===== src/sv/mdmg_pkg.sv =====
`timescale 1ns / 1ps

package mdmg_pkg;

  // Largest mesh that fits the node bitmask.
  localparam int unsigned MaxNodes = 64;
  localparam int unsigned NodeW    = $clog2(MaxNodes);
  localparam int unsigned CoordW   = 6;
  localparam int unsigned SizeW    = 7;
  localparam int unsigned ProdW    = 2 * SizeW;
  localparam int unsigned TotalW   = 3 * SizeW;
  localparam int unsigned CfgIdxW  = 2;
  localparam int unsigned NumDirs  = 7;

  // Reset values of the size registers.
  localparam logic [SizeW-1:0] SizeXReset = SizeW'(4);
  localparam logic [SizeW-1:0] SizeYReset = SizeW'(4);
  localparam logic [SizeW-1:0] SizeZReset = SizeW'(1);

  // Configuration register indexes.
  typedef enum logic [CfgIdxW-1:0] {
    REG_SIZE_X = 2'd0,
    REG_SIZE_Y = 2'd1,
    REG_SIZE_Z = 2'd2
  } cfg_reg_e;

  // Output port a node falls under; also the row of the working masks.
  typedef enum logic [2:0] {
    DIR_X_PLUS  = 3'd0,
    DIR_X_MINUS = 3'd1,
    DIR_Y_PLUS  = 3'd2,
    DIR_Y_MINUS = 3'd3,
    DIR_Z_PLUS  = 3'd4,
    DIR_Z_MINUS = 3'd5,
    DIR_LOCAL   = 3'd6
  } dir_e;

  // Sequencer states.
  typedef enum logic [2:0] {
    ST_IDLE,
    ST_PROD,
    ST_CHECK,
    ST_WALK,
    ST_DONE
  } state_e;

  typedef struct packed {
    logic [CoordW-1:0] pos_x;
    logic [CoordW-1:0] pos_y;
    logic [CoordW-1:0] pos_z;
  } in_item_t;

  typedef struct packed {
    logic [MaxNodes-1:0] mask_x_plus;
    logic [MaxNodes-1:0] mask_x_minus;
    logic [MaxNodes-1:0] mask_y_plus;
    logic [MaxNodes-1:0] mask_y_minus;
    logic [MaxNodes-1:0] mask_z_plus;
    logic [MaxNodes-1:0] mask_z_minus;
    logic [MaxNodes-1:0] mask_local;
    logic                bad_setting;
  } out_item_t;

endpackage


===== src/sv/mesh_direction_mask_generator_unit.sv =====
`timescale 1ns / 1ps
// An accepted beat passes the product and check states, then walks the N nodes of the mesh
// (1 to 64) before its result is loaded; an unusable setting or position skips the walk.
// No new beat is taken until the current result is loaded; the walk goes one node per cycle
// through a single shared compare unit; the product and check states before it form the node count.
// Reset: sizes return to 4 x 4 x 1, the sequencer goes idle and no result is held.
module mesh_direction_mask_generator_unit (
  input  logic                            clk_i,
  input  logic                            rst_ni,
  input  logic                            in_valid_i,
  output logic                            in_stall_o,
  input  mdmg_pkg::in_item_t              in_item_i,
  output logic                            out_valid_o,
  input  logic                            out_stall_i,
  output mdmg_pkg::out_item_t             out_item_o,
  input  logic                            cfg_valid_i,
  output logic                            cfg_ready_o,
  input  logic [mdmg_pkg::CfgIdxW-1:0]    cfg_index_i,
  input  logic [mdmg_pkg::SizeW-1:0]      cfg_data_i
);
  import mdmg_pkg::*;

  state_e state_q, state_d;

  logic [SizeW-1:0] size_x_q, size_y_q, size_z_q;
  in_item_t         pos_q;
  logic [ProdW-1:0] prod_q;
  logic [TotalW-1:0] total;
  logic             bad_now;
  logic             bad_q;

  logic [CoordW-1:0] cx_q, cy_q, cz_q;
  logic [NodeW-1:0]  node_q;
  logic              x_last, y_last, z_last, walk_last;
  dir_e              dir_sel;

  logic [MaxNodes-1:0] wmask_q [NumDirs];

  logic      accept_in;
  logic      load_out;
  logic      out_valid_q;
  out_item_t out_q;

  // Configuration writes are always taken.
  assign cfg_ready_o = 1'b1;

  always_ff @(posedge clk_i or negedge rst_ni) begin
    if (!rst_ni) begin
      size_x_q <= SizeXReset;
      size_y_q <= SizeYReset;
      size_z_q <= SizeZReset;
    end else if (cfg_valid_i) begin
      unique case (cfg_index_i)
        REG_SIZE_X: size_x_q <= cfg_data_i;
        REG_SIZE_Y: size_y_q <= cfg_data_i;
        REG_SIZE_Z: size_z_q <= cfg_data_i;
        default: ;
      endcase
    end
  end

  // Node count from the partial product and the checks on the position.
  assign total   = TotalW'(prod_q) * TotalW'(size_z_q);
  assign bad_now = (total > TotalW'(MaxNodes))
                || ({1'b0, pos_q.pos_x} >= size_x_q)
                || ({1'b0, pos_q.pos_y} >= size_y_q)
                || ({1'b0, pos_q.pos_z} >= size_z_q);

  // End of each coordinate run during the walk.
  assign x_last    = ({1'b0, cx_q} == size_x_q - SizeW'(1));
  assign y_last    = ({1'b0, cy_q} == size_y_q - SizeW'(1));
  assign z_last    = ({1'b0, cz_q} == size_z_q - SizeW'(1));
  assign walk_last = x_last && y_last && z_last;

  // Shared compare unit: dimension order decides the port of the current node.
  always_comb begin
    priority if (cx_q > pos_q.pos_x) begin
      dir_sel = DIR_X_PLUS;
    end else if (cx_q < pos_q.pos_x) begin
      dir_sel = DIR_X_MINUS;
    end else if (cy_q > pos_q.pos_y) begin
      dir_sel = DIR_Y_PLUS;
    end else if (cy_q < pos_q.pos_y) begin
      dir_sel = DIR_Y_MINUS;
    end else if (cz_q > pos_q.pos_z) begin
      dir_sel = DIR_Z_PLUS;
    end else if (cz_q < pos_q.pos_z) begin
      dir_sel = DIR_Z_MINUS;
    end else begin
      dir_sel = DIR_LOCAL;
    end
  end

  // Next state.
  always_comb begin
    state_d = state_q;
    unique case (state_q)
      ST_IDLE:  if (in_valid_i) state_d = ST_PROD;
      ST_PROD:  state_d = ST_CHECK;
      ST_CHECK: state_d = bad_now ? ST_DONE : ST_WALK;
      ST_WALK:  if (walk_last) state_d = ST_DONE;
      ST_DONE:  if (!out_valid_q || !out_stall_i) state_d = ST_IDLE;
      default:  state_d = ST_IDLE;
    endcase
  end

  // Sequencer outputs.
  always_comb begin
    in_stall_o = (state_q != ST_IDLE);
    accept_in  = (state_q == ST_IDLE) && in_valid_i;
    load_out   = (state_q == ST_DONE) && (!out_valid_q || !out_stall_i);
  end

  always_ff @(posedge clk_i or negedge rst_ni) begin
    if (!rst_ni) begin
      state_q <= ST_IDLE;
    end else begin
      state_q <= state_d;
    end
  end

  // Capture the position, form the first partial product, then walk the nodes.
  always_ff @(posedge clk_i) begin
    if (accept_in) begin
      pos_q  <= in_item_i;
      cx_q   <= '0;
      cy_q   <= '0;
      cz_q   <= '0;
      node_q <= '0;
      bad_q  <= 1'b0;
      for (int d = 0; d < NumDirs; d++) begin
        wmask_q[d] <= '0;
      end
    end
    if (state_q == ST_PROD) begin
      prod_q <= ProdW'(size_x_q) * ProdW'(size_y_q);
    end
    if (state_q == ST_CHECK) begin
      bad_q <= bad_now;
    end
    if (state_q == ST_WALK) begin
      wmask_q[dir_sel][node_q] <= 1'b1;
      node_q <= node_q + NodeW'(1);
      if (x_last) begin
        cx_q <= '0;
        if (y_last) begin
          cy_q <= '0;
          cz_q <= cz_q + CoordW'(1);
        end else begin
          cy_q <= cy_q + CoordW'(1);
        end
      end else begin
        cx_q <= cx_q + CoordW'(1);
      end
    end
  end

  // Output register, so the next beat can start while a result waits.
  always_ff @(posedge clk_i or negedge rst_ni) begin
    if (!rst_ni) begin
      out_valid_q <= 1'b0;
    end else if (load_out) begin
      out_valid_q <= 1'b1;
    end else if (!out_stall_i) begin
      out_valid_q <= 1'b0;
    end
  end

  always_ff @(posedge clk_i) begin
    if (load_out) begin
      out_q.mask_x_plus  <= wmask_q[DIR_X_PLUS];
      out_q.mask_x_minus <= wmask_q[DIR_X_MINUS];
      out_q.mask_y_plus  <= wmask_q[DIR_Y_PLUS];
      out_q.mask_y_minus <= wmask_q[DIR_Y_MINUS];
      out_q.mask_z_plus  <= wmask_q[DIR_Z_PLUS];
      out_q.mask_z_minus <= wmask_q[DIR_Z_MINUS];
      out_q.mask_local   <= wmask_q[DIR_LOCAL];
      out_q.bad_setting  <= bad_q;
    end
  end

  assign out_valid_o = out_valid_q;
  assign out_item_o  = out_q;

endmodule


===== config.mk =====
export PLATFORM = sky130hd
export DESIGN_NAME = mesh_direction_mask_generator_unit
export DESIGN_NICKNAME = d
export VERILOG_FILES = /design/src/sv/mdmg_pkg.sv /design/src/sv/mesh_direction_mask_generator_unit.sv
export SDC_FILE = /design/constraint.sdc
export NUM_CORES = 1
export LEC_CHECK = 0
export ABC_CLOCK_PERIOD_IN_PS = 54800
export BUFFER_PORTS_ARGS = -buffer_cell sky130_fd_sc_hd__buf_2
export CAP_MARGIN = 20
export CELL_PAD_IN_SITES_DETAIL_PLACEMENT = 0
export CELL_PAD_IN_SITES_GLOBAL_PLACEMENT = 1
export CORE_UTILIZATION = 35
export DETAILED_ROUTE_END_ITERATION = 10
export GPL_ROUTABILITY_DRIVEN = 0
export PLACE_DENSITY_LB_ADDON = 0.1
export SETUP_SLACK_MARGIN = 0.02
export SKIP_CTS_REPAIR_TIMING = 1
export SKIP_LAST_GASP = 1
export SLEW_MARGIN = 5
export SYNTH_ARGS = -nofsm -noshare
export SYNTH_HDL_FRONTEND = slang
export SYNTH_SLANG_ARGS = --single-unit

===== constraint.sdc =====
create_clock -name clk_i -period 54.8 [get_ports clk_i]
set_clock_uncertainty 0.1 [all_clocks]
set_input_delay 0 -clock clk_i [delete_from_list [all_inputs] [get_ports clk_i]]
set_output_delay 0 -clock clk_i [all_outputs]
set_load 0.005 [all_outputs]

==> reports/results.tsv, run 1 <==
metric	value	unit
Final Hold Viols	0	
Post-synth top cells	edfxtp_1, nor2_1, o21ai_0, clkbuf_1, inv_1	
switching pwr	1.19	mW
Yosys top cell by area	edfxtp_1	
post-synthesis mux area share	0.00509	
multi-input logic area	10800	um^2
status	finished clean	
die area	118000	um^2
Synth async-reset ratio	0.0255	
final worst setup slack	49.01	ns
layout net count	3725	
FF+latch area	28500	um^2
relative slew slack	0.206	
R2R cell count	17	
most common cell in the netlist	edfxtp_1	
Synth top area share	0.647	
Peak Freq	0.173	GHz
Core Box Area	115000	um^2
initial cell density of the core	0.355	
crit path time final	5.79	ns
#FFs+latches synth	979	
largest net degree at the start of global routing	154	
Iter 0 DRT Violations	1905	
worst-margin pin slew	1.19	ns
chip height	343	um
layout cells sized above 1	0.209	
static leakage	18.4	nW
CTS clk-pin slew, worst paths	0.06	ns
internal power	1.96	mW
Clk pwr share	0.240	
worst-case clock buffer depth	3	
RR Startpoint	size_z_q[2]	
post-route ant nets	0	
CP startpoint kind	register	
yosys warns	0	
largest family of logic cells by synthesized area	compound AO/OA/AOI/OAI gates	
clk_lat worst skew	0.70	ns
switching share of power	0.377	
vias in the first global route	24700	
PortBufs	482	
maxcap violations	0	
post-synth cell types	80	
post-route setup TNS	0	ns
drt drc	0	
synthesized area	40800	um^2
initial antenna violation count	4	
area grow syn2layout	20.1	%
post-DP HPWL	78500	um
WS Path Type	register to register	
# clock sinks	979	
DR vias/cell	4.96	
sequential share of power	0.370	
count of final setup violators	0	
CTS Buf Count	106	
Setup crit end kind	register	
RSZ-0062 raised after global routing	false	
drt pass-1 iters	5	
CP endpoint	state_q[0]	
CP max FO	20	
RR Endpoint	state_q[0]	
global-route wire length before repair	169000	um
required time worst endpoint	55.31	ns
root buf cell	clkbuf_16	
Area contributors post-synth	edfxtp_1, nor2_1, o21ai_0	
Final Slew Violations	0	
Rows	124	
register area share after synthesis	0.699	
Global Route Usage Sum	0.194	
H-tree levels	3	
fill cell count	10700	
post-place setup slack	49.05	ns
P per Cell Area	64.3	nW/um^2
r2r setup slk	49.01	ns
final worst-path cycle share	0.106	
Vias	25300	
mean post-synth cell area	13.3	um^2
routed wire length	117000	um
Hold Path Class	input port to register	
WL/cell	22.9	um
total grt overflow	0	
die width	343	um
Post-Synthesis Cells	3059	
top_reg_cell synth	edfxtp_1	
I/O pin count	484	
EDFF count, synth	878	
critical path launch point	size_z_q[2]	
Syn Nets	3288	
VDD IR max	0.0656	mV
logic gate share of total power	0.390	
Synth Area in Compound Gates	0.0855	
Synth Area in Adders	0.0757	
Synth Area in Simple Gates	0.0854	
worst path arrival time	6.30	ns
CTS tree	built	
xor-xnor portion of the synthesized cell area	0.0105	
[cells in the final DEF (no fill, tap or decap), types with 16 or more instances in the layout]
master | Yosys | layout
edfxtp_1 | 878 | 878
nor2_1 | 497 | 492
buf_2 | 4 | 482
o21ai_0 | 351 | 350
inv_1 | 155 | 154
nand2_1 | 117 | 115
ha_1 | 114 | 114
clkbuf_16 | 0 | 106
a21oi_1 | 97 | 94
fa_1 | 83 | 83
and2_1 | 77 | 77
dfxtp_1 | 76 | 76
dlygate4sd3_1 | 0 | 61
a41oi_1 | 56 | 56
buf_4 | 1 | 40
xnor2_1 | 33 | 33
nand3_1 | 26 | 24
clkbuf_1 | 241 | 23
dfrtp_1 | 22 | 22
clkinv_2 | 0 | 19
bufinv_16 | 0 | 18
xor2_1 | 16 | 16
[routing by layer]
layer  global-route usage  share of wire  vias up
met3               0.0436          0.067      125
li1                     -              -    11700
met5                    0              0        -
met1                0.265           0.44    12700
met2                0.313           0.47      741
met4               0.0512          0.020        0
[worst min-delay path by stage]
stage	start	end	slack (ns)	cells past startpoint
2_1_floorplan	rst_ni	out_valid_o	-0.40	0
3_3_place_gp	rst_ni	size_y_q[4]	-0.01	1
3_5_place_dp	rst_ni	size_y_q[6]	-0.009	1
4_1_cts	rst_ni	size_y_q[4]	-0.78	1
5_1_grt	cfg_data_i[0]	size_y_q[0]	0.05	3
6_report	cfg_data_i[4]	size_x_q[4]	0.03	4
[critical path: stages, from the launching register on]
cell,delay [ns]
dfrtp_1,0.76
and2_1,0.26
fa_1,0.45
fa_1,0.48
fa_1,0.54
inv_1,0.05
fa_1,0.52
inv_1,0.05
ha_1,0.40
o21ai_1,0.14
or2b_1,0.28
o2111a_1,0.19
a211oi_2,0.29
xnor2_1,0.13
a2111oi_2,0.31
nand3_1,0.17
a2111o_1,0.44
a31oi_1,0.15
[cell families (layout without fill, tap and decap cells)]
logic type | count (synthesis) | in the layout
compound gates | 596 | 596
xor+xnor | 49 | 49
fa+ha+maj | 197 | 197
buf+inv | 414 | 943
flops | 979 | 979
mux | 19 | 19
other cells | 1 | 3
simple gates | 804 | 804
[power groups by stage]
stage	Clock [mW]	Combinational [mW]	Sequential (mW)
finish	0.755	1.23	1.16
global route	0.801	1.38	1.18
CTS	0.776	1.23	1.17
detailed placement	0	1.22	1.18
global placement	0	1.20	1.18
floorplan	0	0.848	1.23
[through the flow]
step / hold WS [ns] / cells / power, mW / utilization / area, um^2
after floorplan: -0.396 / 3059 / 2.08 / - / 40800
after detailed placement: -0.00870 / 4832 / 2.40 / 0.387 / 44500
after CTS: -0.782 / 5032 / 3.17 / 0.420 / 48200
after global routing: 0.0465 / 5100 / 3.37 / 0.426 / 49000
final: 0.0341 / 5102 / 3.15 / 0.426 / 49000
after global placement: -0.0134 / 4830 / 2.38 / 0.387 / 44500
[final cells by class]
type / instances / area share
inverter: 156 / 0.0121
timing repair buffer: 587 / 0.0698
multi-input combinational: 1666 / 0.221
antenna: 2 / 0.000102
sequential: 979 / 0.582
clock buffer: 132 / 0.0568
tap: 1512 / 0.0386
clock inverter: 68 / 0.0187
[sequential cells by signal, indices dropped and copies added (netlist names), 7 cells and up]
signal / cells
out_item_o: 449
wmask_q: 448
pos_q: 18
prod_q: 14
size_x_q: 7
size_y_q: 7
size_z_q: 7
Note: power is estimated with default switching activity, not from simulation.
==> run 2, diff against run 1 <==
Settings changed: ABC_AREA set to 1, ABC_CLOCK_PERIOD_IN_PS 54800 to 5500.
Clock period 54.8 ns to 5.5 ns, I/O delays scaled along.
==> run 2 against run 1 <==
  * Hold slack lost 0.025 ns
  * Clock power rose to 9.4 times the previous value
  * First-iteration DRC count decreased by 9.9%
  * Combinational power increased to 6.5 times the previous value
  * Via count rose by 3.5%
  * Largest power group is now registers
==> reports/results.tsv, run 2 <==
metric	value	unit	change
Iter 0 DRT Violations	1717		was 1905
worst hold start	out_stall_i		was cfg_data_i[4]
post-DP HPWL	79600	um	was 78500 um
CTS Buf Count	106		unchanged
R2R cell count	24		was 17
RR Endpoint	bad_q		was state_q[0]
I/O pin count	484		unchanged
WL/cell	21.3	um	was 22.9 um
area grow syn2layout	20.0	%	was 20.1%
drt pass-1 iters	5		unchanged
top_reg_cell synth	edfxtp_1		unchanged
Syn Nets	3641		was 3288
Vias	26200		was 25.3k
initial cell density of the core	0.355		about the same
root buf cell	clkbuf_16		unchanged
final worst setup slack	0.515	ns	was 49.01 ns
number of inserted diodes	0		was 2
post-route ant nets	0		unchanged
#FFs+latches synth	979		unchanged
routed wire length	118000	um	was 117000 um
Hold Path Class	input port to register		unchanged
maxcap violations	0		unchanged
static leakage	20.2	nW	was 18.4 nW
P per Cell Area	519	nW/um^2	was 64.3 nW/um^2
Peak Freq	0.201	GHz	was 0.173 GHz
worst-margin pin slew	1.08	ns	was 1.19 ns
Final Hold Viols	0		unchanged
Rows	125		was 124
dpl cell area	45500	um^2	was 44500 um^2
status	finished clean		unchanged
WS Path Type	register to register		unchanged
Setup crit end kind	register		unchanged
PortBufs	482		unchanged
post-synth cell types	48		was 80
fill cell count	11100		was 10.7k
relative slew slack	0.282		was 0.206
CP max FO	7		was 20
drt drc	0		unchanged
FF+latch area	28500	um^2	about the same
most common cell in the netlist	edfxtp_1		unchanged
Area contributors post-synth	edfxtp_1, nor2_1, fa_1		was edfxtp_1, nor2_1, o21ai_0
crit path time final	4.98	ns	was 5.79 ns
most common cell after layout, fill and taps aside	edfxtp_1		unchanged
worst-case clock buffer depth	3		unchanged
register area share after synthesis	0.689		was 0.699
r2r setup slk	0.52	ns	was 49.01 ns
Global Route Usage Sum	0.194		about the same
hold-critical path endpoint	out_valid_o		was size_x_q[4]
CP startpoint kind	register		unchanged
synthesized area	41400	um^2	was 40800 um^2
Post-synth top cells	edfxtp_1, nor2_1, inv_1, nand2_1, o21ai_0		was edfxtp_1, nor2_1, o21ai_0, clkbuf_1, inv_1
CTS tree	built		unchanged
most frequent cells in the layout	edfxtp_1, nor2_1, buf_2		unchanged
Synth async-reset ratio	0.0255		unchanged
initial antenna violation count	6		was 4
post-place setup slack	0.327	ns	was 49.05 ns
Final Slew Violations	0		unchanged
total grt overflow	0		unchanged
largest net degree at the start of global routing	129		was 154
Tot Pwr	25.8	mW	was 3.15 mW
yosys warns	0		unchanged
# clock sinks	979		unchanged
final worst-path cycle share	0.906		was 0.106
vias in the first global route	25100		was 24.7k
RR Startpoint	prod_q[7]		was size_z_q[2]
chip height	346	um	was 343 um
Yosys top cell by area	edfxtp_1		unchanged
max FFs per register	449		unchanged
RSZ-0062 raised after global routing	false		unchanged
DR vias/cell	4.75		was 4.96
layout net count	4134		was 3725
hold path depth	4		unchanged
EDFF count, synth	878		unchanged
Synth top area share	0.637		was 0.647
global-route wire length before repair	171000	um	was 169000 um
CTS clk-pin slew, worst paths	0.06	ns	about the same
die area	120000	um^2	was 118000 um^2
mean post-synth cell area	12.1	um^2	was 13.3 um^2
Worst Hold Slack	0.00868	ns	was 0.0341 ns
multi-input logic area	10400	um^2	was 10800 um^2
VDD IR max	0.380	mV	was 0.0656 mV
H-tree levels	3		unchanged
worst path arrival time	5.32	ns	was 6.30 ns
die width	346	um	was 343 um
post-route setup TNS	0	ns	unchanged
count of final setup violators	0		unchanged
required time worst endpoint	5.84	ns	was 55.31 ns
clk_lat worst skew	0.70	ns	about the same
Core Box Area	117000	um^2	was 115000 um^2
post-route cell area	49600	um^2	was 49000 um^2
layout cells sized above 1	0.193		was 0.209
Post-Synthesis Cells	3412		was 3059
[run 2: changes by cell type in the layout (fill, tap and decap cells not counted), moves of 13 or more]
cell     previous run  this run
nand3_1            24        61
inv_1             154       398
nor2_1            492       516
a41oi_1            56         0
nand2_1           115       357
buf_12              2        15
o21ai_1             5       174
and2_1             77         0
o21ai_0           350       199
buf_4              40        60
xnor2_1            33        17
a21oi_1            94       142
mux2_2             14         0
[run 2: logic make-up after synthesis]
group	count (synthesis)	synth area share
and+or+nand+nor	1010	0.0992
DFF	979	0.689
buffers and inverters	641	0.0605
AOI/OAI and AO/OA	539	0.0667
adders and majority gates	197	0.0746
xor gates and xnor gates	45	0.00953
other	1	0.0000906
[run 2: worst max-delay path, stage by stage, from the launching register on]
cell and delay (ns):
edfxtp_1 0.51, nand2_1 0.12, inv_1 0.06, fa_1 0.53, inv_1 0.06, fa_1 0.53
inv_1 0.05, fa_1 0.52, inv_1 0.05, fa_1 0.53, inv_1 0.04, ha_1 0.35
nand2_1 0.09, inv_1 0.08, nand2_1 0.12, nor3_1 0.17, nand2_1 0.14, nand3_1 0.11
nand2_1 0.05, inv_1 0.04, nand4_1 0.08, nor3_1 0.23, nand2_1 0.08, nand2_1 0.08
inv_1 0.04
[run 2: cell type report]
| cell class | count | share of cell area |
|---|---|---|
| Timing Repair Buffer | 617 | 0.0758 |
| Clock inverter | 61 | 0.0119 |
| Multi-Input combinational cell | 1792 | 0.210 |
| Tap cell | 1524 | 0.0384 |
| Sequential cell | 979 | 0.575 |
| Inverter | 409 | 0.0311 |
| Clock buffer | 139 | 0.0582 |
[run 2: metrics by stage]
stage / cells / util
4_1_cts: 5457 / 0.420
2_1_floorplan: 3412 / -
5_1_grt: 5521 / 0.426
3_3_place_gp: 5255 / 0.390
3_5_place_dp: 5257 / 0.390
6_report: 5521 / 0.426
[run 2: worst max path at each step]
stage	start	endpoint	cells past startpoint
finish	prod_q[7]	bad_q	24
floorplan	state_q[2]	out_item_o[0]	4
global placement	size_z_q[3]	state_q[2]	24
CTS	size_z_q[3]	state_q[2]	24
global route	prod_q[7]	state_q[2]	26
detailed placement	size_z_q[3]	state_q[2]	24
[run 2: per-layer routing]
metal  up-vias  global-route usage  share of wire
met5         -                   0              0
met4         0              0.0618          0.025
met3       129              0.0292          0.044
met2       609               0.326           0.49
met1     13000               0.259           0.44
li1      12500                   -              -
[run 2: report_power, final]
group	leakage, nW	internal (mW)	switching (mW)
sequential	9.18	9.96	0.641
clock	1.71	4.13	2.98
combinational	9.34	2.53	5.51
total	20.2	16.6	9.14
